File: src/hw/rtl/c2p_pkg.sv
// Shared types, constants and the arctangent table for the cartesian to polar block.
// No dependencies; every other file in hw/rtl uses it by scoped names.
`default_nettype none

package c2p_pkg;

    // Number of CORDIC rotation cells (8 to 32)
    localparam int CORDIC_STAGES = 16;
    // Fraction bits of the range register format
    localparam int FRACTION_BITS = 16;
    // Reset value of min_range: round(0.0001 * 2^FRACTION_BITS)
    localparam int MIN_RANGE_RESET = ((1 << FRACTION_BITS) + 5000) / 10000;

    localparam int MIN_RANGE_W  = 17;
    localparam int CORDIC_GUARD = 16;
    localparam int CX_W         = 50;
    localparam int Z_W          = 36;
    localparam int SQRT_STAGES  = 32;
    localparam int QUOT_W       = 34;
    localparam int DIV_STAGES   = QUOT_W;
    localparam int STAGE_W      = 5;
    localparam int SHIFT_W      = 6;
    localparam int BEARING_MAX  = 25736;
    localparam logic signed [Z_W-1:0] PI_Q30 = 36'sd3373259426;

    typedef struct packed {
        logic signed [31:0] pos_x;
        logic signed [31:0] pos_y;
        logic signed [31:0] vel_x;
        logic signed [31:0] vel_y;
    } c2p_in_t;

    typedef struct packed {
        logic        [31:0] range;
        logic signed [15:0] bearing;
        logic signed [31:0] range_rate;
        logic               rate_saturated;
    } c2p_out_t;

    // Word that travels down the row of cells
    typedef struct packed {
        logic        [63:0]       rem;
        logic        [63:0]       root;
        logic signed [CX_W-1:0]   cx;
        logic signed [CX_W-1:0]   cy;
        logic signed [Z_W-1:0]    z;
        logic                     origin;
        logic        [63:0]       dot;
        logic                     neg;
        logic        [31:0]       divisor;
        logic        [QUOT_W-1:0] quot;
    } c2p_pipe_t;

    // atan(2^-i) * 2^30, truncated for i up to 26 and rounded above
    function automatic logic signed [Z_W-1:0] atan_q30(input logic [STAGE_W-1:0] idx);
        logic signed [Z_W-1:0] v;
        unique case (idx)
            5'd0:  v = 36'sd843314856;
            5'd1:  v = 36'sd497837829;
            5'd2:  v = 36'sd263043836;
            5'd3:  v = 36'sd133525158;
            5'd4:  v = 36'sd67021686;
            5'd5:  v = 36'sd33543515;
            5'd6:  v = 36'sd16775850;
            5'd7:  v = 36'sd8388437;
            5'd8:  v = 36'sd4194282;
            5'd9:  v = 36'sd2097149;
            5'd10: v = 36'sd1048575;
            5'd11: v = 36'sd524287;
            5'd12: v = 36'sd262143;
            5'd13: v = 36'sd131071;
            5'd14: v = 36'sd65535;
            5'd15: v = 36'sd32767;
            5'd16: v = 36'sd16383;
            5'd17: v = 36'sd8191;
            5'd18: v = 36'sd4095;
            5'd19: v = 36'sd2047;
            5'd20: v = 36'sd1023;
            5'd21: v = 36'sd511;
            5'd22: v = 36'sd255;
            5'd23: v = 36'sd127;
            5'd24: v = 36'sd63;
            5'd25: v = 36'sd31;
            5'd26: v = 36'sd15;
            5'd27: v = 36'sd8;
            5'd28: v = 36'sd4;
            5'd29: v = 36'sd2;
            5'd30: v = 36'sd1;
            default: v = 36'sd0;
        endcase
        return v;
    endfunction

endpackage

`default_nettype wire

File: src/hw/rtl/c2p_sqrt_cell.sv
// One digit-pair step of the restoring integer square root, registered.
// Depends on c2p_pkg.
`default_nettype none

module c2p_sqrt_cell (
    input  logic                          clk,
    input  logic                          rst_n,
    input  logic                          advance,
    input  logic [c2p_pkg::STAGE_W-1:0]   stage,
    input  logic                          in_valid,
    input  c2p_pkg::c2p_pipe_t            in_data,
    output logic                          out_valid,
    output c2p_pkg::c2p_pipe_t            out_data
);

    logic [63:0] one_bit, trial;
    logic        valid_reg;
    c2p_pkg::c2p_pipe_t data_reg, data_next;

    assign one_bit = 64'd1 << (6'd62 - {stage, 1'b0});
    assign trial   = in_data.root + one_bit;

    // Subtract the trial value where it fits
    always_comb
    begin
        data_next = in_data;
        if (in_data.rem >= trial)
        begin
            data_next.rem  = in_data.rem - trial;
            data_next.root = (in_data.root >> 1) + one_bit;
        end
        else
        begin
            data_next.root = in_data.root >> 1;
        end
    end

    always_ff @(posedge clk or negedge rst_n)
    begin
        if (!rst_n)
            valid_reg <= 1'b0;
        else if (advance)
            valid_reg <= in_valid;
    end

    always_ff @(posedge clk)
    begin
        if (advance)
            data_reg <= data_next;
    end

    assign out_valid = valid_reg;
    assign out_data  = data_reg;

endmodule

`default_nettype wire

File: config.mk
export PLATFORM = sky130hd
export DESIGN_NAME = c2p_sqrt_cell
export DESIGN_NICKNAME = d
export VERILOG_FILES = /design/src/hw/rtl/c2p_pkg.sv /design/src/hw/rtl/c2p_sqrt_cell.sv
export SDC_FILE = /design/constraint.sdc
export NUM_CORES = 1
export LEC_CHECK = 0
export BUFFER_PORTS_ARGS = -buffer_cell sky130_fd_sc_hd__buf_2
export CAP_MARGIN = 20
export CORE_AREA = 2 2 311 313
export CTS_CLUSTER_DIAMETER = 30
export DETAILED_ROUTE_END_ITERATION = 6
export DIE_AREA = 0 0 313 315
export PLACE_DENSITY = 0.49
export SLEW_MARGIN = 20
export SYNTH_ARGS = -nofsm -noshare
export SYNTH_HDL_FRONTEND = slang
export SYNTH_SLANG_ARGS = --single-unit
File: constraint.sdc
create_clock -name clk -period 1.9 [get_ports clk]
set_input_delay 0.19 -clock clk [delete_from_list [all_inputs] [get_ports clk]]
set_output_delay 0.19 -clock clk [all_outputs]
set_load 0.005 [all_outputs]
[Yosys cells after proc, flatten, opt, wreduce, memory -nomap -nowiden]
Index checks and enable logic that the tools add are counted.
Word-level totals
  register bits: 397
  latch bits: 0
  RAM bits: 0
  bits in read-only memories: 0
  bits of input ports: 405
  output and inout port bits: 397
  logic and storage cells: 20
  memories kept: 0
Operators by class
  add/sub/neg operators: 4
  multiply operators: 0
  divide/modulo/power cells: 0
  magnitude comparators: 1
  eq/ne operators: 0
  shift-type cells: 1
  muxes and demuxes: 2
  bitwise logic cells: 0
  reductions and logical operators: 0
Operators by type and width (number)
  adder 63 x 64 -> 64 bit: 1
  adder 64 bit: 1
  >= comparator 64 bit: 1
  2-to-1 mux 64 bit: 1
  << shifter 1 x 6 -> 64 bit, first input constant: 1
  subtractor 64 bit: 1
  2-to-1 mux 63 bit: 1
  subtractor 6 bit, first input constant: 1

[Depth between registers and ports, before layout]
  word-level depth: 5
  mapped depth: 30
  mapped depth without buffers: 25

[Least setup slack after synthesis]
No wires, ideal clock.
  path kind: input -> register
  from: in stage[0] (netlist name)
  to: reg data_reg, in the netlist out_data[333] (data pin)
  library setup time: 0.260 ns
  arrival: 5.167 ns
  required time: 1.640 ns
  path slack: -3.527 ns
  stages on the path: 26
  path buffers: 4
  cell sequence: or2_2 -> clkbuf_1 -> nor2_1 -> ha_1 -> a31oi_1 -> o21ai_0 -> nor2b_1 -> a2111o_1 -> o21ai_1 -> o31ai_2 -> a21oi_1 -> o21bai_1 -> a21boi_0 -> xor2_1 -> ha_1 -> a21oi_1 -> o21bai_1 -> a211oi_1 -> o211ai_1 -> o31ai_1 -> a31oi_1 -> o22ai_1 -> buf_2 -> buf_4 -> buf_2 -> mux2_2
RTL lines
  start, declared: line c2p_sqrt_cell.sv:9  | input logic [c2p_pkg::STAGE_W-1:0] stage,
  end signal, assigned: line c2p_sqrt_cell.sv:49  | data_reg <= data_next;
  end, declared: line c2p_sqrt_cell.sv:18  | c2p_pkg::c2p_pipe_t data_reg, data_next;

==> results.md <==
* CTS clk-pin slew, worst paths at about 0.040 ns
* Hold Slack at between 0.02 and 0.03 ns
* Net count after synthesis at approximately 2,600
* Routed vias at ~25,000
* Critical path endpoint category: register
* Met1 Resource Use GR at 0.290
* Initial Utilization at 0.232
* Maximum vdd ir drop at roughly 0.62 mV
* Global-route met3 utilization at 0.0984
* Gr busiest metal: met2
* Die Span Y at 315 um
* Syn Inst Count at between 2,000 and 2,500
* DRC viols at 0
* DR iter-0 viols at about 1,500
* Crit path launch type: primary input
* Nets@finish at 4,561
* Routed Antenna Nets at 0
* Switch Pwr at 10.6 mW
* Fmax at 0.204 GHz
* Crit path time final at ~4.9 ns
* Fin cells at between 5,000 and 6,000
* Finish-stage setup viols at between 100 and 150
* Share of layout cells above drive strength 1 at 0.480
* Drt wl/cell at 24.1 um
* Slew headroom at 0.554
* Vias in the first global route at 25,000
* Die area at 0.0986 mm^2
* Clk_skew at 0 ns
* Clock Path Buffers at 3
* Part of the power in combinational logic at 0.204
* Post-synth ARST share at 0.00252
* Congestion Overflow GR at 0
* CTS sink cnt at between 300 and 400
* Clock Power Share at 0.518
* Slew at the pin closest to its max-slew limit at around 0.67 ns
* H-tree level count at 3
* Vias per cell at 4.58
* Leakage Power at 18.7 nW
* TritonCTS clock tree: yes
* PortBufs at 801
* Register area share after synthesis at 0.536
* Area after DPL at roughly 0.033 mm^2
* Finished Cell Area at ~0.043 mm^2
* Inserted Clock Buffers at 111
* Core area at 0.0957 mm^2
* Gr usage total at 0.252
* Internal at ~29 mW
* Worst Hold Endpoint: out_data[324]
* Switching Fraction at 0.266
* #FFs+latches synth at roughly 400
* WL final at 131,000 um
* Post-Place Cells at ~4,800
* Syn Area/Cell at roughly 11 um^2
* Top-Level Pins at between 800 and 900
* Top_reg_cell synth: edfxtp_1
* Max-cap viol count at 0
* Final setup margin at -3.00 ns
* Unrepaired setup endpoints after global routing: yes
* Hold depth at 4
* Outcome: finished with violations
* Post-Syn Area at 0.0222 mm^2
* Reg2Reg Launch Point: out_valid
* Area grow syn2layout at 92.0%
* First-pass GRT wire length at approximately 180,000 um
* Initial antenna violation count at between 40 and 50
* CP arrival at ~5.3 ns
* Hold Startpoint: in_data[325]
* Cell variety after synth at about 90
* Worst EP required at 2.31 ns
* DRT Pass-1 Iters at 5
* Max-slew violations at 0
* Setup TNS at -369.46 ns
* Dpl hpwl at roughly 110,000 um
* Commonest non-fill, non-tap cell in the layout: buf_2
* Reg2reg path depth at 1
* Ys Warns at 0
* Width of the die at approximately 310 um
* Fill cell count at 9,174
* Root Buffer: clkbuf_16
* FF-to-FF setup slack at approximately 1.2 ns
* Part of the power in registers at 0.278
* Routability cong. at 0.931
* Met2 usage at 0.427
* Crit Path Category: in2reg
* Row cnt at ~110
* CP max FO at 9
* Post-synth EDFFs at approximately 400
* Violated checks: setup timing
* RR Endpoint: out_valid
* Most frequent cells in the layout: 798 x buf_2, 748 x buf_4, 396 x edfxtp_1, 374 x dlygate4sd3_1, 229 x nand2_1
* Pwr dens at just over 900 mW/mm^2
* Worst-skew pair later-pin latency at 0.65 ns
* Final Hold Vio Count at 0
* Pin count of the biggest net entering global routing at 68
* Crit share post-route at 2.58
* Hold Crit Class: in2reg
## metal layers
metal	share of wire	vias to the layer above	routed length [um]
met5	0.0019	-	244
met4	0.034	36	4490
met3	0.091	220	11900
met2	0.48	904	62600
met1	0.39	11900	51400
li1	-	11700	-
## metrics by stage
stage	setup WS, ns	power, mW	util
6_report	-3.00	39.9	0.446
4_1_cts	-3.05	39.8	0.437
2_1_floorplan	-3.06	13.5	-
3_5_place_dp	-3.99	18.0	0.349
3_3_place_gp	-3.97	18.0	0.349
5_1_grt	-3.21	41.3	0.446
## flip-flops by register name, summed over array words and instances (netlist names)
signal and cells:
out_data 396, out_valid 1
## final cells by class
class                   instances  area [um^2]  area share
repair buffers               1962        14100       0.331
flip-flops and latches        397        11900       0.279
multi-input cells            1527        10800       0.252
clock buffers                 120         2830      0.0664
well taps                    1276         1600      0.0374
clock inverters                84         1280      0.0300
inverters                      30          113     0.00264
diodes                         13         32.5    0.000763
## power groups by stage
stage	clock, mW	combinational [mW]	sequential (mW)
finish	20.7	8.15	11.1
global route	21.4	8.71	11.1
CTS	20.9	7.80	11.1
detailed placement	0	6.76	11.2
global placement	0	6.75	11.2
floorplan	0	2.29	11.2
## worst max-delay path, stage by stage
cell and delay [ns]:
buf_4 0.14, nand3_4 0.15, nor2_1 0.09, ha_1 0.20, ha_1 0.23, a31o_4 0.24
a31oi_4 0.26, o2111ai_4 0.17, buf_4 0.19, a31o_4 0.23, o21ai_4 0.19, a211oi_2 0.09
or3_4 0.40, a31oi_4 0.22, xor2_2 0.20, ha_1 0.30, inv_2 0.10, o21bai_4 0.10
a211oi_2 0.20, o211ai_1 0.16, o31ai_2 0.27, a31oi_2 0.08, o22ai_4 0.14, buf_12 0.18
buf_16 0.19, mux2_2 0.35
## repair_timing
| item | 4_1_cts | 5_1_grt |
|---|---|---|
| setup endpoints to repair | 128 | 128 |
| cloned | 3 | 5 |
| setup buffers | 15 | 23 |
| hold buffers | 374 | 0 |
| endpoints found under the hold margin | 386 | 0 |
| pin swaps | 38 | 40 |
| resized for setup | 128 | 138 |
## how the worst max path moves through the flow
| stage | from | slack (ns) | to | cells after the start |
|---|---|---|---|---|
| finish | stage[3] | -3.00 | out_data[333] | 26 |
| global route | stage[0] | -3.21 | out_data[383] | 30 |
| CTS | stage[2] | -3.05 | out_data[330] | 29 |
| detailed placement | stage[2] | -3.99 | out_data[390] | 25 |
| global placement | stage[2] | -3.97 | out_data[330] | 28 |
| floorplan | stage[2] | -3.06 | out_data[356] | 27 |
## cell families (layout without fill, tap and decap cells)
logic type                 Yosys count  after routing  share of synthesized area
AOI/OAI and AO/OA                  580            580                      0.166
xor gates and xnor gates           185            185                     0.0729
adders and majority gates          128            128                     0.0723
buffers and inverters              101           2196                     0.0190
DFF                                397            397                      0.536
muxes                                5              5                    0.00253
other                                0             13                          0
and+or+nand+nor                    629            629                      0.130
## cells in the mapped netlist, types with 5 or more instances
library cell | count | area, um^2
a21boi_0 | 9 | 67.6
ha_1 | 126 | 1580
clkbuf_1 | 46 | 173
mux2_2 | 5 | 56.3
a211oi_1 | 13 | 97.6
and3_1 | 14 | 87.6
nor2_1 | 163 | 612
nor4_1 | 11 | 68.8
o21ai_0 | 169 | 846
o21ai_1 | 8 | 40.0
nor2b_1 | 23 | 144
a31o_2 | 16 | 140
xor2_1 | 110 | 963
o211ai_1 | 9 | 67.6
a21oi_1 | 135 | 676
a31oi_1 | 56 | 350
and2_1 | 13 | 81.3
or3_1 | 10 | 62.6
nor3_1 | 19 | 95.1
nand2b_1 | 15 | 93.8
a21o_1 | 27 | 203
nand3_1 | 34 | 170
inv_1 | 29 | 109
o21a_1 | 14 | 105
or2_2 | 7 | 43.8
buf_2 | 20 | 100
xnor2_1 | 75 | 657
nand4_1 | 53 | 332
edfxtp_1 | 396 | 11900
o21bai_1 | 35 | 263
o31ai_1 | 18 | 135
nand2_1 | 246 | 923
a22oi_1 | 5 | 37.5
(Power assumes the default switching activity.)
