<file path="src/hw/rtl/c2p_pkg.sv">
// Shared types, constants and the arctangent table for the cartesian to polar block.
// No dependencies; every other file in hw/rtl uses it by scoped names.
`default_nettype none

package c2p_pkg;

    // Number of CORDIC rotation cells (8 to 32)
    localparam int CORDIC_STAGES = 16;
    // Fraction bits of the range register format
    localparam int FRACTION_BITS = 16;
    // Reset value of min_range: round(0.0001 * 2^FRACTION_BITS)
    localparam int MIN_RANGE_RESET = ((1 << FRACTION_BITS) + 5000) / 10000;

    localparam int MIN_RANGE_W  = 17;
    localparam int CORDIC_GUARD = 16;
    localparam int CX_W         = 50;
    localparam int Z_W          = 36;
    localparam int SQRT_STAGES  = 32;
    localparam int QUOT_W       = 34;
    localparam int DIV_STAGES   = QUOT_W;
    localparam int STAGE_W      = 5;
    localparam int SHIFT_W      = 6;
    localparam int BEARING_MAX  = 25736;
    localparam logic signed [Z_W-1:0] PI_Q30 = 36'sd3373259426;

    typedef struct packed {
        logic signed [31:0] pos_x;
        logic signed [31:0] pos_y;
        logic signed [31:0] vel_x;
        logic signed [31:0] vel_y;
    } c2p_in_t;

    typedef struct packed {
        logic        [31:0] range;
        logic signed [15:0] bearing;
        logic signed [31:0] range_rate;
        logic               rate_saturated;
    } c2p_out_t;

    // Word that travels down the row of cells
    typedef struct packed {
        logic        [63:0]       rem;
        logic        [63:0]       root;
        logic signed [CX_W-1:0]   cx;
        logic signed [CX_W-1:0]   cy;
        logic signed [Z_W-1:0]    z;
        logic                     origin;
        logic        [63:0]       dot;
        logic                     neg;
        logic        [31:0]       divisor;
        logic        [QUOT_W-1:0] quot;
    } c2p_pipe_t;

    // atan(2^-i) * 2^30, truncated for i up to 26 and rounded above
    function automatic logic signed [Z_W-1:0] atan_q30(input logic [STAGE_W-1:0] idx);
        logic signed [Z_W-1:0] v;
        unique case (idx)
            5'd0:  v = 36'sd843314856;
            5'd1:  v = 36'sd497837829;
            5'd2:  v = 36'sd263043836;
            5'd3:  v = 36'sd133525158;
            5'd4:  v = 36'sd67021686;
            5'd5:  v = 36'sd33543515;
            5'd6:  v = 36'sd16775850;
            5'd7:  v = 36'sd8388437;
            5'd8:  v = 36'sd4194282;
            5'd9:  v = 36'sd2097149;
            5'd10: v = 36'sd1048575;
            5'd11: v = 36'sd524287;
            5'd12: v = 36'sd262143;
            5'd13: v = 36'sd131071;
            5'd14: v = 36'sd65535;
            5'd15: v = 36'sd32767;
            5'd16: v = 36'sd16383;
            5'd17: v = 36'sd8191;
            5'd18: v = 36'sd4095;
            5'd19: v = 36'sd2047;
            5'd20: v = 36'sd1023;
            5'd21: v = 36'sd511;
            5'd22: v = 36'sd255;
            5'd23: v = 36'sd127;
            5'd24: v = 36'sd63;
            5'd25: v = 36'sd31;
            5'd26: v = 36'sd15;
            5'd27: v = 36'sd8;
            5'd28: v = 36'sd4;
            5'd29: v = 36'sd2;
            5'd30: v = 36'sd1;
            default: v = 36'sd0;
        endcase
        return v;
    endfunction

endpackage

`default_nettype wire

</file>
<file path="src/hw/rtl/c2p_div_cell.sv">
// One quotient bit of the restoring range rate division, registered.
// Depends on c2p_pkg.
`default_nettype none

module c2p_div_cell (
    input  logic                          clk,
    input  logic                          rst_n,
    input  logic                          advance,
    input  logic [c2p_pkg::SHIFT_W-1:0]   shift,
    input  logic                          in_valid,
    input  c2p_pkg::c2p_pipe_t            in_data,
    output logic                          out_valid,
    output c2p_pkg::c2p_pipe_t            out_data
);

    logic [65:0] rem_w, dsh, diff;
    logic        valid_reg;
    c2p_pkg::c2p_pipe_t data_reg, data_next;

    assign rem_w = {2'b00, in_data.dot};
    assign dsh   = {34'd0, in_data.divisor} << shift;
    assign diff  = rem_w - dsh;

    // Subtract the shifted divisor and set the quotient bit
    always_comb
    begin
        data_next = in_data;
        if (rem_w >= dsh)
        begin
            data_next.dot  = diff[63:0];
            data_next.quot = in_data.quot | (c2p_pkg::QUOT_W'(1) << shift);
        end
    end

    always_ff @(posedge clk or negedge rst_n)
    begin
        if (!rst_n)
            valid_reg <= 1'b0;
        else if (advance)
            valid_reg <= in_valid;
    end

    always_ff @(posedge clk)
    begin
        if (advance)
            data_reg <= data_next;
    end

    assign out_valid = valid_reg;
    assign out_data  = data_reg;

endmodule

`default_nettype wire

</file>
<file path="config.mk">
export PLATFORM = sky130hd
export DESIGN_NAME = c2p_div_cell
export DESIGN_NICKNAME = d
export VERILOG_FILES = /design/src/hw/rtl/c2p_pkg.sv /design/src/hw/rtl/c2p_div_cell.sv
export SDC_FILE = /design/constraint.sdc
export NUM_CORES = 1
export LEC_CHECK = 0
export BUFFER_PORTS_ARGS = -buffer_cell sky130_fd_sc_hd__buf_2
export CORE_AREA = 2 2 312 314
export CTS_BUF_LIST = sky130_fd_sc_hd__clkbuf_4
export CTS_CLUSTER_SIZE = 8
export DETAILED_ROUTE_END_ITERATION = 6
export DIE_AREA = 0 0 314 316
export PLACE_DENSITY = 0.43
export SKIP_LAST_GASP = 1
export SLEW_MARGIN = 20
export SYNTH_ARGS = -nofsm -noshare
export SYNTH_HDL_FRONTEND = slang
export SYNTH_SLANG_ARGS = --single-unit
</file>
<file path="constraint.sdc">
create_clock -name clk -period 2.64 [get_ports clk]
set_clock_uncertainty 0.2 [all_clocks]
set_input_delay 0.264 -clock clk [delete_from_list [all_inputs] [get_ports clk]]
set_output_delay 0.264 -clock clk [all_outputs]
set_load 0.01 [all_outputs]
</file>
; Word-level counts from Yosys, hierarchy flattened
; Index checks and enable logic that the tools add are counted.
[word_totals]
ff_bits = 397
out_inout_bits = 397
[classes]
mux = 2
addsub = 1
n_lt_le_gt_ge = 1
shifts = 2
bitwise_logic = 1
[ops]
columns = operator, n
row1 = $ge A64 B66 Y1, 1
row2 = $shl A32 B6 Y66, 1
row3 = $mux W64, 1
row4 = $sub A64 B64 Y64, 1
row5 = $mux W34, 1
row6 = $or A34 B34 Y34, 1
row7 = $shl A1 B6 Y34 const A, 1

; Depth between registers and ports, before layout
; Gate-level depths: netlist of the first run.
[logic_depth]
depth_word = 3
mapped_depth = 25
mapped_depth_nobuf = 19

; Worst setup path after synthesis of the first run
; Ideal clock, no wire load.
[synth_path]
kind = input-to-reg
startpoint = input port shift[0] in the netlist's numbering
endpoint = register data_reg (netlist bit out_data[100]), data pin
path_slack_ns = -2.633
arrival_ns = 4.813
stages = 25
path_cell_list = buf_6 -> buf_12 -> buf_12 -> clkbuf_1 -> clkbuf_1 -> mux2i_1 -> a21oi_1 -> mux2i_1 -> nand2_1 -> o21ai_0 -> mux2i_1 -> nand2_1 -> ha_1 -> clkbuf_1 -> and3_1 -> clkbuf_1 -> nand4_1 -> or4_1 -> o211a_1 -> a21oi_1 -> o21ai_2 -> nand2_2 -> buf_6 -> buf_6 -> mux2_4
[synth_rtl]
columns = item, line_no
row1 = start: declaration, c2p_div_cell.sv:9  ; input logic [c2p_pkg::SHIFT_W-1:0] shift,
row2 = end signal: assignment, c2p_div_cell.sv:46  ; data_reg <= data_next;
row3 = end: declaration, c2p_div_cell.sv:18  ; c2p_pkg::c2p_pipe_t data_reg, data_next;

==> results of run 1 <==
==> timing repair <==
action / CTS / global route
hold buffers: 785 / 0
resized for setup: 233 / 153
setup endpoints to repair: 98 / 98
buffers inserted: 31 / 16
endpoints found under the hold margin: 794 / 0
pin swaps: 52 / 85
gates cloned: 11 / 1
==> Yosys cell counts (22+ instances only) <==
master	count	area, um2
sky130_fd_sc_hd__nor2_1	62	233
sky130_fd_sc_hd__mux2i_1	43	430
sky130_fd_sc_hd__nand2_1	133	499
sky130_fd_sc_hd__clkbuf_1	60	225
sky130_fd_sc_hd__mux2_4	25	375
sky130_fd_sc_hd__edfxtp_1	396	11900
sky130_fd_sc_hd__nand4_1	23	144
sky130_fd_sc_hd__a21oi_1	88	440
sky130_fd_sc_hd__xnor2_1	38	333
sky130_fd_sc_hd__a21o_1	41	308
sky130_fd_sc_hd__nand3_1	33	165
sky130_fd_sc_hd__mux4_2	27	608
sky130_fd_sc_hd__inv_1	22	82.6
sky130_fd_sc_hd__o21ai_0	73	365
sky130_fd_sc_hd__ha_1	64	801
==> worst min-delay path, stage by stage <==
cell	delay, ps
sky130_fd_sc_hd__buf_2	130
sky130_fd_sc_hd__nor2_2	50
sky130_fd_sc_hd__buf_6	160
sky130_fd_sc_hd__nand2_1	70
sky130_fd_sc_hd__ha_1	190
sky130_fd_sc_hd__xnor2_1	150
sky130_fd_sc_hd__mux2_4	140
==> where the power goes <==
group / internal [mW] / switching, mW
combinational: 3.93 / 3.72
clock: 2.65 / 3.04
sequential: 7.65 / 0.272
==> area by class of cell <==
class                      instances  area, um2  area share
timing repair buffer            2133      16600       0.409
sequential                       397      11900       0.293
multi-input combinational        985       9020       0.222
tap                             1276       1600      0.0393
clock buffer                     141       1060      0.0260
clock inverter                    55        290     0.00714
inverter                          25       96.3     0.00237
antenna                           16       40.0    0.000985
==> kinds of logic (layout without fill, tap and decap cells) <==
family / Yosys count / after routing / share of synthesized area
xor gates and xnor gates: 51 / 51 / 0.0224
DFF: 397 / 397 / 0.598
other: 0 / 16 / 0
muxes: 129 / 129 / 0.0907
buffers and inverters: 112 / 2354 / 0.0260
and+or+nand+nor: 346 / 346 / 0.0825
AOI/OAI and AO/OA: 394 / 394 / 0.139
adders and majority gates: 65 / 65 / 0.0412
==> per-layer routing <==
metal,share of wire,vias to the layer above,track usage
met1,0.36,11229,0.253
met5,0.0010,-,0
met2,0.52,933,0.439
li1,-,10273,-
met3,0.062,232,0.0496
met4,0.053,20,0.112
==> metrics by stage <==
stage               cell area [um2]  setup TNS, ps  hold slack (ps)  worst slack (ps)
detailed placement            29100        -260580             -158             -2800
global route                  40600        -122890             32.3             -1380
global placement              29100        -259450             -159             -2800
finish                        40600        -120240             91.8             -1330
floorplan                     20100        -188920             -232             -2000
CTS                           39900        -108450             2.06             -1200
==> final timing paths <==
| check | end | depth (start not counted) |
|---|---|---|
| setup / recovery | out_data[74]$_DFFE_PP_ | 20 |
| hold / removal | out_data[70]$_DFFE_PP_ | 7 |
| setup reg to reg | out_valid$_DFFE_PN0P_ | 2 |
| hold reg to reg | out_valid$_DFFE_PN0P_ | 2 |
| max in group asynchronous | out_valid$_DFFE_PN0P_ | 4 |
| min in group asynchronous | out_valid$_DFFE_PN0P_ | 4 |
==> flip-flops by register name (all words and copies together), names as in the netlist <==
signal and cells:
out_data 396, out_valid 1
==> summary by stage, run 1 <==
Status
The flow ran to the end, but the final reports show violations. The checks that failed: negative setup slack.

Final layout
The most common cell after layout, fill and taps aside is sky130_fd_sc_hd__buf_2. The library cells used most frequently in the layout, excluding fill and tap cells, are sky130_fd_sc_hd__buf_2 (799), sky130_fd_sc_hd__dlygate4sd3_1 (784), sky130_fd_sc_hd__buf_4 (485), sky130_fd_sc_hd__edfxtp_1 (396), sky130_fd_sc_hd__clkbuf_4 (142). Of the cells placed in the final design, the portion with a size suffix greater than 1 is 0.494. The number of standard cells in the layout, taps in and fillers out is 5028. Relative to the synthesized area, the layout overhead comes to 104%. At the end of the flow, the number of nets in the layout was 4124. Fill cells in the final layout number 9111.

Measured on the finished design, the core utilization comes to 0.423.

Power and ir drop
The worst voltage drop across the vdd grid is 0.274 mV. The total power is 21.3 mW. The static leakage is 17.4 nW. In this run the power density over the cells is 523 nW/um2.

Clock network
The H-tree generated during clock tree synthesis spans 3 levels. In this run the clock root is driven by a sky130_fd_sc_hd__clkbuf_4. The clock-pin slew on the worst setup and hold paths is 70 ps. The later-pin clock latency in the skew report is 960 ps. The CTS tree is yes. CTS saw 397 sinks. The TritonCTS buffer count is 111. The buffer levels on the longest clock path is 3.

Floorplanning
803 I/O pins were placed. The area of the core region is 96000 um2. The starting density of the core is 0.208. The row count is 114. The vertical extent of the die is 316 um. The die covers 99200 um2. In this run the horizontal extent of the chip is 314 um.

Critical path
Broken down by cell family, the worst path's largest delay share belongs to multiplexers. Traced cell by cell, the critical path runs through buf_12, buf_12, buf_8, mux4_2, buf_6, mux4_2, mux2i_4, buf_6, or2_4, ha_4, and4_4, a221oi_4, or4_1, o211a_1, a21oi_4, o21ai_4, nand2_4, buf_12, buf_12, mux2_4. The setup slack of the worst register-to-register path is 1140 ps. In this run the worst setup path begins at shift[0].

The launching point of the worst reg2reg path is out_valid$_DFFE_PN0P_. The delay of the slowest cell on the worst path is 540 ps. The number of buffers and inverters on the critical path is 7. The worst path arrival time is 4450 ps. The worst setup path is of the in2reg kind. The worst setup path is captured at a flip-flop. The standard cell with the maximum stage delay on the critical path is sky130_fd_sc_hd__mux4_2. The most common cell type on the critical path is sky130_fd_sc_hd__buf_12. In this run the worst path has a maximum fanout of 7.

The endpoint required time on the critical path is 3120 ps. STA classifies the critical path startpoint as a primary input.

Place
The number of placed instances, taps included, is 3981. Once detailed placement completed, the half-perimeter wirelength came to 92300 um. The number of port buffers is 802. At the end of routability-driven placement, the weighted congestion stood at 0.938.

Global routing
The number of global-route vias before repair is 23927. The first global-routing pass estimated 168000 um of wire. The combined global-route utilization of all metal layers is 0.235.

The initial antenna violation count is 28. Entering global routing, the biggest net connects 62 pins. The overflow left after global routing is 0.

STA
The final number of hold-violating endpoints is 0. The highest clock frequency the design can meet is 252 MHz. Setup repair after global routing could not meet its margin everywhere. The final worst-path cycle share is 1.51. The relative slew slack is 0.607. The max-slew violation total from the final report is 0. The setup slack after layout is -1330 ps. Setup violations remaining at the end of the flow were counted as 98.

The worst-margin pin slew is 588 ps. The time the worst path needs with I/O delays and setup is 3970 ps.

Synthesis
The post-synthesis sequential element count is 397. Each instance of the synthesized netlist takes up on average 13.3 um2. The number of library cell types mapped by synthesis is 84. Counting flops with an async set or reset pin after synthesis yields a share of 0.00252. The share of synthesized area occupied by flip-flops and latches is 0.598. The number of instances in the synthesized netlist is 1494.

The number of nets in the synthesized netlist is 1965. The number of enable-type register cells in the synthesized netlist is 396. The count of synthesis-stage warnings from yosys is 0. The cell area that synthesis handed to floorplanning was 19900 um2. The leading register cell type out of synthesis is sky130_fd_sc_hd__edfxtp_1.

Detailed routing
The count of antenna-violating nets left after detailed routing is 0. The iteration-0 DRC count of the detailed router is 1471. The count of unresolved DRC violations after routing is 0. The total wire length after detailed routing is 122000 um.

After detailed routing, the number of vias per cell comes to 4.51. Dividing the detail-routed wire length by the instance count gives 24.2 um. The count of TritonRoute iterations in the first routing pass is 5. The total number of vias is 22687.

Min path
The path class of the tightest hold or removal check is in2reg. In this run the most critical hold path is launched from shift[5].

Job
Across the run, the number of max-cap violations was 0.
Note: power is estimated with default switching activity, not from simulation.
==> inputs of run 2 (changes only) <==
- BUFFER_PORTS_ARGS: -buffer_cell sky130_fd_sc_hd__buf_2 -> -buffer_cell sky130_fd_sc_hd__clkbuf_2
- MAX_ROUTING_LAYER: unset -> met4
- clock period: 2.64 -> 3.9 ns (I/O delays scaled with it)
==> summary by stage, run 2 (synthesized netlist as in run 1, its figures left out) <==
Floorplanning
The die extent in x is 314 um (unchanged). The starting density of the core was 0.208 (unchanged). The vertical extent of the die is 316 um (unchanged). The I/O pin count came to 803 (unchanged). The area of the die is 99200 um2 (unchanged).

The row count came to 114 (unchanged). The area of the core region is 96000 um2 (unchanged).

Status
The flow ran to the end, but the final reports show violations. The checks that failed: design-rule violations, negative setup slack.

Final layout
In the layout the commonest cells are sky130_fd_sc_hd__clkbuf_2 (800), sky130_fd_sc_hd__dlygate4sd3_1 (711), sky130_fd_sc_hd__buf_4 (452), sky130_fd_sc_hd__edfxtp_1 (396), sky130_fd_sc_hd__clkbuf_4 (168). The number of standard cells in the layout, taps in and fillers out came to 4907 (-2.4%). Compared with the post-synthesis result, the final layout area differs by 96.4%. The number of filler instances in the final layout came to 9176 (+0.71%). The most common cell after layout, fill and taps aside is sky130_fd_sc_hd__clkbuf_2.

The share of the core filled with cells in the final layout is 0.408 (-0.0156). The flip-flop count of the largest register after layout is 396 (unchanged). The ratio of cells with drive above 1 in the final layout was 0.484 (-0.00921). The summed area of non-filler cells in the final layout is 39100 um2 (-3.7%). The number of nets in the finished design is 4002 (-3.0%).

Global routing
The overflow left after global routing is 0 (unchanged). The initial antenna violation count is 18 (-36%). The combined global-route utilization of all metal layers is 0.238 (+0.00216).

The global-route met3 utilization is 0.0439 (-0.00564). The wire length of the first global-routing pass was 165000 um (-1.9%). The fraction of met2 tracks used by global routing is 0.432 (-0.00662). In this run the most used layer during global routing was met2.

The pin count of the biggest net entering global routing is 82 (+32%). The number of global-route vias before repair is 23303 (-2.6%). The met1 global-route usage was 0.254 (+0.00114).

Detailed routing
The count of unresolved DRC violations after routing is 7 (+7). The total number of vias is 22016 (-3.0%). The detail-routed via count per cell is 4.49 (-0.56%).

The count of TritonRoute iterations in the first routing pass was 7 (+2). The count of antenna-violating nets left after detailed routing is 0 (unchanged). The detail-routed net length per standard cell is 24.2 um (+0.33%).

The total wire length after detailed routing is 119000 um (-2.1%). The iteration-0 DRC count of the detailed router is 1250 (-15%).

Critical path
The capture point of the worst reg-to-reg path is out_valid$_DFFE_PN0P_. The setup slack of the worst register-to-register path is 2960 ps (+1820 ps). The startpoint-to-endpoint class of the critical path is in2reg.

In this run the critical register-to-register path is launched from out_valid$_DFFE_PN0P_. The endpoint required time on the critical path is 4410 ps (+1290 ps). The critical-path maximum fanout is 8 (+1). The type of element capturing the critical path is a flip-flop. The number of cells on the worst reg-to-reg path is 1 (-1). The launching element type of the critical path is a primary input. The worst path arrival time is 4710 ps (+260 ps).

Place
The global placer's final weighted congestion is 0.927 (-1.3%). The area after detailed placement is 28800 um2 (-1.3%). The number of port buffers is 802 (unchanged). The number of instances in the placed design is 3941 (-1.0%). The worst setup slack after placement is -1910 ps (+887 ps). The HPWL after detailed placement is 92200 um (-0.12%).

STA
The relative slew slack came to 0.472 (-0.135). The max-slew violation total from the final report is 0 (unchanged). The final worst-path cycle share is 1.08.

The sum of negative setup slack came to -18250 ps (+101990 ps). The setup slack after layout is -297 ps (+1040 ps). The worst hold slack across all endpoints is 73.8 ps (-18.0 ps).

The worst-margin pin slew was 792 ps (+204 ps). The final number of hold-violating endpoints is 0 (unchanged). The count of final setup violators is 97 (-1.0%). The time the worst path needs with I/O delays and setup is 4200 ps.

Setup repair after global routing could not meet its margin everywhere. Static timing analysis puts the maximum clock frequency at 238 MHz.

Min path
The number of cells traversed by the worst hold path came to 2 (-5). The launch instance of the worst min-delay path is in_data[311]. The worst min-delay path category is in2reg. The end point of the worst hold path is out_data[311]$_DFFE_PP_.

Clock network
The later-pin clock latency in the skew report is 920 ps (-40 ps). The H-tree depth reported by CTS came to 3 (unchanged). The cell at the root of the clock tree is sky130_fd_sc_hd__clkbuf_4. The TritonCTS buffer count is 114 (+2.7%). The CTS tree is yes. The buffer levels on the longest clock path was 3 (unchanged). The clock-pin slew on the worst setup and hold paths came to 60 ps (about the same). The total clock sinks came to 397 (unchanged).

Power and ir drop
The static leakage was 16.9 nW (-2.9%). The total power is 14.4 mW (-32%). The worst voltage drop across the vdd grid was 0.190 mV (-31%). The total power divided by cell area is 369 nW/um2 (-30%).

Job
The max-cap violation count came to 0 (unchanged).
[run 2: layout make-up]
class	count	area, um2	area share
inverters	25	96.3	0.00246
clock inverters	32	204	0.00521
flip-flops and latches	397	11900	0.304
repair buffers	2008	15300	0.391
clock buffers	168	1260	0.0322
diodes	16	40.0	0.00102
well taps	1276	1600	0.0408
multi-input cells	985	8740	0.223
[run 2: worst max-delay path by stage]
stage / slack (ps) / end / depth (start not counted) / from
2_1_floorplan: -870 / out_data[100]$_DFFE_PP_ / 23 / shift[0]
3_3_place_gp: -1920 / out_data[80]$_DFFE_PP_ / 19 / shift[0]
3_5_place_dp: -1910 / out_data[80]$_DFFE_PP_ / 19 / shift[0]
4_1_cts: -160 / out_data[115]$_DFFE_PP_ / 20 / shift[0]
5_1_grt: -330 / out_data[116]$_DFFE_PP_ / 23 / shift[0]
6_report: -300 / out_data[109]$_DFFE_PP_ / 20 / shift[0]
[run 2: layer usage]
| metal | share of wire | vias up |
|---|---|---|
| met5 | 0 | - |
| met4 | 0.041 | 0 |
| met3 | 0.052 | 185 |
| met2 | 0.53 | 870 |
| met1 | 0.38 | 10955 |
| li1 | - | 10006 |
[run 2: critical path, cell delays in order]
cell                        delay (ps)
sky130_fd_sc_hd__clkbuf_16         130
sky130_fd_sc_hd__buf_12            130
sky130_fd_sc_hd__buf_6             100
sky130_fd_sc_hd__mux4_2            530
sky130_fd_sc_hd__mux2_4            290
sky130_fd_sc_hd__mux2_4            290
sky130_fd_sc_hd__mux2i_1           150
sky130_fd_sc_hd__o22a_2            260
sky130_fd_sc_hd__ha_4              180
sky130_fd_sc_hd__a21oi_4            60
sky130_fd_sc_hd__o211ai_1          260
sky130_fd_sc_hd__a21oi_2           140
sky130_fd_sc_hd__or4_1             530
sky130_fd_sc_hd__o211a_1           170
sky130_fd_sc_hd__a21oi_4           200
sky130_fd_sc_hd__o21ai_4           100
sky130_fd_sc_hd__buf_6             130
sky130_fd_sc_hd__and2_4            180
sky130_fd_sc_hd__buf_12            150
sky130_fd_sc_hd__o31ai_4           310
[run 2: timing repair]
item                                   CTS  global route
gates resized for setup                150           164
setup buffers                           21            21
hold buffers                           711             0
endpoints found under the hold margin  640             0
setup endpoints to repair               98            98
pin swaps                               38            93
gates cloned                             4             2
[run 2: report_power, final]
| part | total, mW | switching (mW) | internal [mW] |
|---|---|---|---|
| combinational | 4.95 | 2.48 | 2.47 |
| sequential | 5.37 | 0.187 | 5.18 |
| clock | 4.11 | 2.01 | 2.10 |
| total | 14.4 | 4.68 | 9.75 |
==> inputs of run 3 (changes only) <==
- ABC_AREA: unset -> 1
- CORE_AREA: 2 2 312 314 -> 2 2 316 318
- DIE_AREA: 0 0 314 316 -> 0 0 318 320
- SKIP_LAST_GASP: 1 -> unset
==> summary by stage, run 3 <==
Status
The flow ran to the end, and the final reports show no timing, DRC or antenna violations.

Floorplanning
The vertical extent of the die is 320 um (+1.3%). The row count is 115 (+0.88%). The I/O pin count is 803 (unchanged). The area of the core region is 98000 um2 (+2.1%). The starting density of the core was 0.210 (+0.00225).

The area of the die came to 102000 um2 (+2.6%). The die extent in x is 318 um (+1.3%).

Power and ir drop
The worst voltage drop across the vdd grid was 0.171 mV (-10%). The part of the total power dissipated in the clock network is 0.290 (+0.005). The fraction of power consumed by sequential logic is 0.385 (+0.013). The logic gate share of total power is 0.325 (-0.018).

The internal power is 9.22 mW (-5.4%). The net switching fraction of the power is 0.336 (+0.0116). The static leakage is 18.0 nW (+6.5%). The total power divided by cell area is 354 nW/um2 (-3.9%). The net switching power of the design is 4.66 mW (-0.34%).

Place
The number of port buffers is 802 (unchanged). The HPWL after detailed placement is 102000 um (+10%). The global placer's final weighted congestion came to 0.933 (+0.64%). The number of instances in the placed design is 4746 (+20%).

Final layout
The flip-flop count of the largest register after layout is 396 (unchanged). The growth of design area from synthesis to finish is 90.5%. The ratio of cells with drive above 1 in the final layout is 0.357 (-0.127). The number of standard cells in the layout, taps in and fillers out came to 5712 (+16%).

The area used by sequential logic in the layout is 11900 um2 (unchanged). The top cell types in the final layout, fill and taps aside, are sky130_fd_sc_hd__clkbuf_2 (801), sky130_fd_sc_hd__dlygate4sd3_1 (743), sky130_fd_sc_hd__nand2_1 (630), sky130_fd_sc_hd__buf_4 (495), sky130_fd_sc_hd__edfxtp_1 (396). The library cell used most frequently in the layout, excluding fill and tap cells, is sky130_fd_sc_hd__clkbuf_2. The number of filler instances in the final layout is 9920 (+8.1%). The multi-input gate area in the final layout came to 7770 um2 (-11%). The number of nets in the finished design is 4795 (+20%).

Synthesis
The share of synthesized area occupied by flip-flops and latches is 0.579 (-0.0184). The net count after synthesis was 2687 (+37%). The count of synthesis-stage warnings from yosys is 0 (unchanged).

Sorting the synthesized cells by area gives the leading types as sky130_fd_sc_hd__edfxtp_1 (58%), sky130_fd_sc_hd__nand2_1 (12%), sky130_fd_sc_hd__nand3_1 (5.5%), sky130_fd_sc_hd__inv_1 (3.9%), sky130_fd_sc_hd__ha_1 (3.9%). Ranked by instance count, the synthesized netlist is headed by sky130_fd_sc_hd__nand2_1 (636), sky130_fd_sc_hd__edfxtp_1 (396), sky130_fd_sc_hd__nand3_1 (225). The proportion of register bits with asynchronous set or reset after synthesis was 0.00252 (unchanged).

The most numerous cell in the Yosys netlist is sky130_fd_sc_hd__nand2_1. For this run, the leading register cell type out of synthesis is sky130_fd_sc_hd__edfxtp_1. Of all cell types, the one taking the most synthesized area is sky130_fd_sc_hd__edfxtp_1. The share of Yosys cell area claimed by the top area cell type is 0.578 (-0.0184). The number of library cell types mapped by synthesis came to 42 (-50%). The synthesized area per cell is 9.28 um2 (-30%). The number of enable-type register cells in the synthesized netlist is 396 (unchanged).

The number of instances in the synthesized netlist is 2216 (+48%). The post-synthesis sequential element count is 397 (unchanged). The post-synthesis cell area came to 20600 um2 (+3.2%).

Detailed routing
The detail-routed net length per standard cell is 22.3 um (-7.9%). The total number of vias is 24865 (+13%). The detail-routed via count per cell is 4.35 (-3.0%). The count of unresolved DRC violations after routing is 0 (-7). The count of TritonRoute iterations in the first routing pass is 7 (unchanged).

The count of antenna-violating nets left after detailed routing is 0 (unchanged). The iteration-0 DRC count of the detailed router was 1668 (+33%). The total wire length after detailed routing was 128000 um (+7.3%).

STA
The time the worst path needs with I/O delays and setup is 3760 ps (-434 ps). The worst hold slack across all endpoints is 118 ps (+44.7 ps). The final number of hold-violating endpoints is 0 (unchanged). Setup repair after global routing could not meet its margin everywhere. The max-slew violation total from the final report is 0 (unchanged). The final worst-path cycle share was 0.965 (-0.111).

The highest clock frequency the design can meet is 266 MHz (+12%). The worst-margin pin slew came to 542 ps (-251 ps). The relative slew slack is 0.635 (+0.163). The count of final setup violators is 0 (-100%).

Critical path
The launching point of the worst reg2reg path is out_valid$_DFFE_PN0P_. The delay of the slowest cell on the worst path came to 540 ps (about the same). The worst setup path is captured at a flip-flop. The setup slack of the worst register-to-register path is 2380 ps (-580 ps). The endpoint required time on the critical path is 4400 ps (about the same). Among all stages on the critical path, the largest delay is contributed by sky130_fd_sc_hd__dlygate4sd3_1. The critical path goes through dlygate4sd3_1, clkbuf_2, nand2_1, nand3_1, nand3_1, o21ai_0, o21ai_0, o21ai_1, buf_4, a21oi_2, ha_1, inv_1, o21ai_0, a31oi_1, o21a_1, nor2_2, nor2_8, buf_4, buf_12, nand3_1, nand2_1. The number of cells on the worst reg-to-reg path came to 2 (+1). The sum of buffers and inverters on the critical path is 6 (+1).

The launching element type of the critical path is a primary input. The worst path arrival time is 4260 ps (-450 ps). The worst register-to-register path ends at out_valid$_DFFE_PN0P_. The critical-path maximum fanout is 36 (+28). The critical path is of the in2reg type. Broken down by cell family, the worst path's largest delay share belongs to compound AO/OA/AOI/OAI gates.

Clock network
The H-tree depth reported by CTS came to 3 (unchanged). The tree is rooted in a sky130_fd_sc_hd__clkbuf_4. The buffer levels on the longest clock path came to 3 (unchanged). The total clock sinks is 397 (unchanged).

TritonCTS built the clock tree. The later-pin clock latency in the skew report was 970 ps (+50 ps). The TritonCTS buffer count is 116 (+1.8%). The clock-pin slew on the worst setup and hold paths is 70 ps (about the same).

Global routing
The overflow left after global routing is 0 (unchanged). The pin count of the biggest net entering global routing was 90 (+9.8%). The combined global-route utilization of all metal layers is 0.251 (+0.0135). The number of global-route vias before repair is 25279 (+8.5%). The wire length of the first global-routing pass was 178000 um (+8.4%). The initial antenna violation count is 25 (+7).

Min path
The worst min-delay path category is in2reg. The launch instance of the worst min-delay path is in_data[342]. The number of cells traversed by the worst hold path is 2 (unchanged). For hold timing, the worst endpoint is out_data[342]$_DFFE_PP_.

Job
The max-cap violation count is 0 (unchanged).
==> run 3: power by group through the flow <==
stage / registers (mW) / clock network, mW / logic (mW)
after global placement: 5.42 / 0 / 3.81
after detailed placement: 5.42 / 0 / 3.79
after floorplan: 5.58 / 0 / 1.24
final: 5.34 / 4.03 / 4.51
after CTS: 5.34 / 4.20 / 4.44
after global routing: 5.37 / 4.39 / 4.83
==> run 3: kinds of logic (layout without fill, tap and decap cells) <==
logic type	count (synthesis)	count (layout)	share of synthesized area
fa+ha+maj	65	65	0.0399
compound gates	304	304	0.0805
simple gates	1121	1121	0.225
flops	397	397	0.579
mux	1	1	0.000547
buf+inv	288	2479	0.0577
other cells	0	18	0
xor+xnor	40	40	0.0170
==> run 3: cell type report <==
cell class | instances | share of cell area
multi-input combinational | 1531 | 0.198
clock buffer | 167 | 0.0320
timing repair buffer | 2061 | 0.398
tap | 1287 | 0.0411
inverter | 217 | 0.0208
antenna | 18 | 0.00115
sequential | 397 | 0.304
clock inverter | 34 | 0.00463
==> run 3: per-stage QoR <==
step / util / cell area (um2) / setup WS, ps / power (mW) / setup TNS, ps
2_1_floorplan: - / 20600 / 2.29 / 6.82 / 0
3_5_place_dp: 0.306 / 29900 / -1020 / 9.21 / -93770
4_1_cts: 0.396 / 38800 / 16.3 / 14.0 / 0
3_3_place_gp: 0.306 / 29900 / -1060 / 9.24 / -97010
6_report: 0.400 / 39200 / 138 / 13.9 / 0
5_1_grt: 0.400 / 39200 / -21.5 / 14.6 / -126
==> run 3: what timing repair did <==
action,4_1_cts,5_1_grt
gates resized for setup,0,106
setup endpoints to repair,0,98
hold endpoints to repair,794,0
hold buffers,743,0
setup buffers,0,4
==> run 3: how the worst max path moves through the flow <==
stage / slack [ps] / cells past startpoint / to / from
floorplan: 2 / 22 / out_data[117]$_DFFE_PP_ / shift[1]
global placement: -1060 / 24 / out_data[5]$_DFFE_PP_ / shift[0]
detailed placement: -1020 / 28 / out_data[3]$_DFFE_PP_ / shift[0]
CTS: 20 / 23 / out_data[8]$_DFFE_PP_ / in_data[58]
global route: -20 / 24 / out_data[130]$_DFFE_PP_ / in_data[54]
finish: 140 / 21 / out_data[70]$_DFFE_PP_ / in_data[45]
==> run 3: routing by layer <==
layer	share of wire	global-route usage
met1	0.42	0.303
met2	0.47	0.409
met3	0.059	0.0479
met4	0.044	0.108
met5	0	-
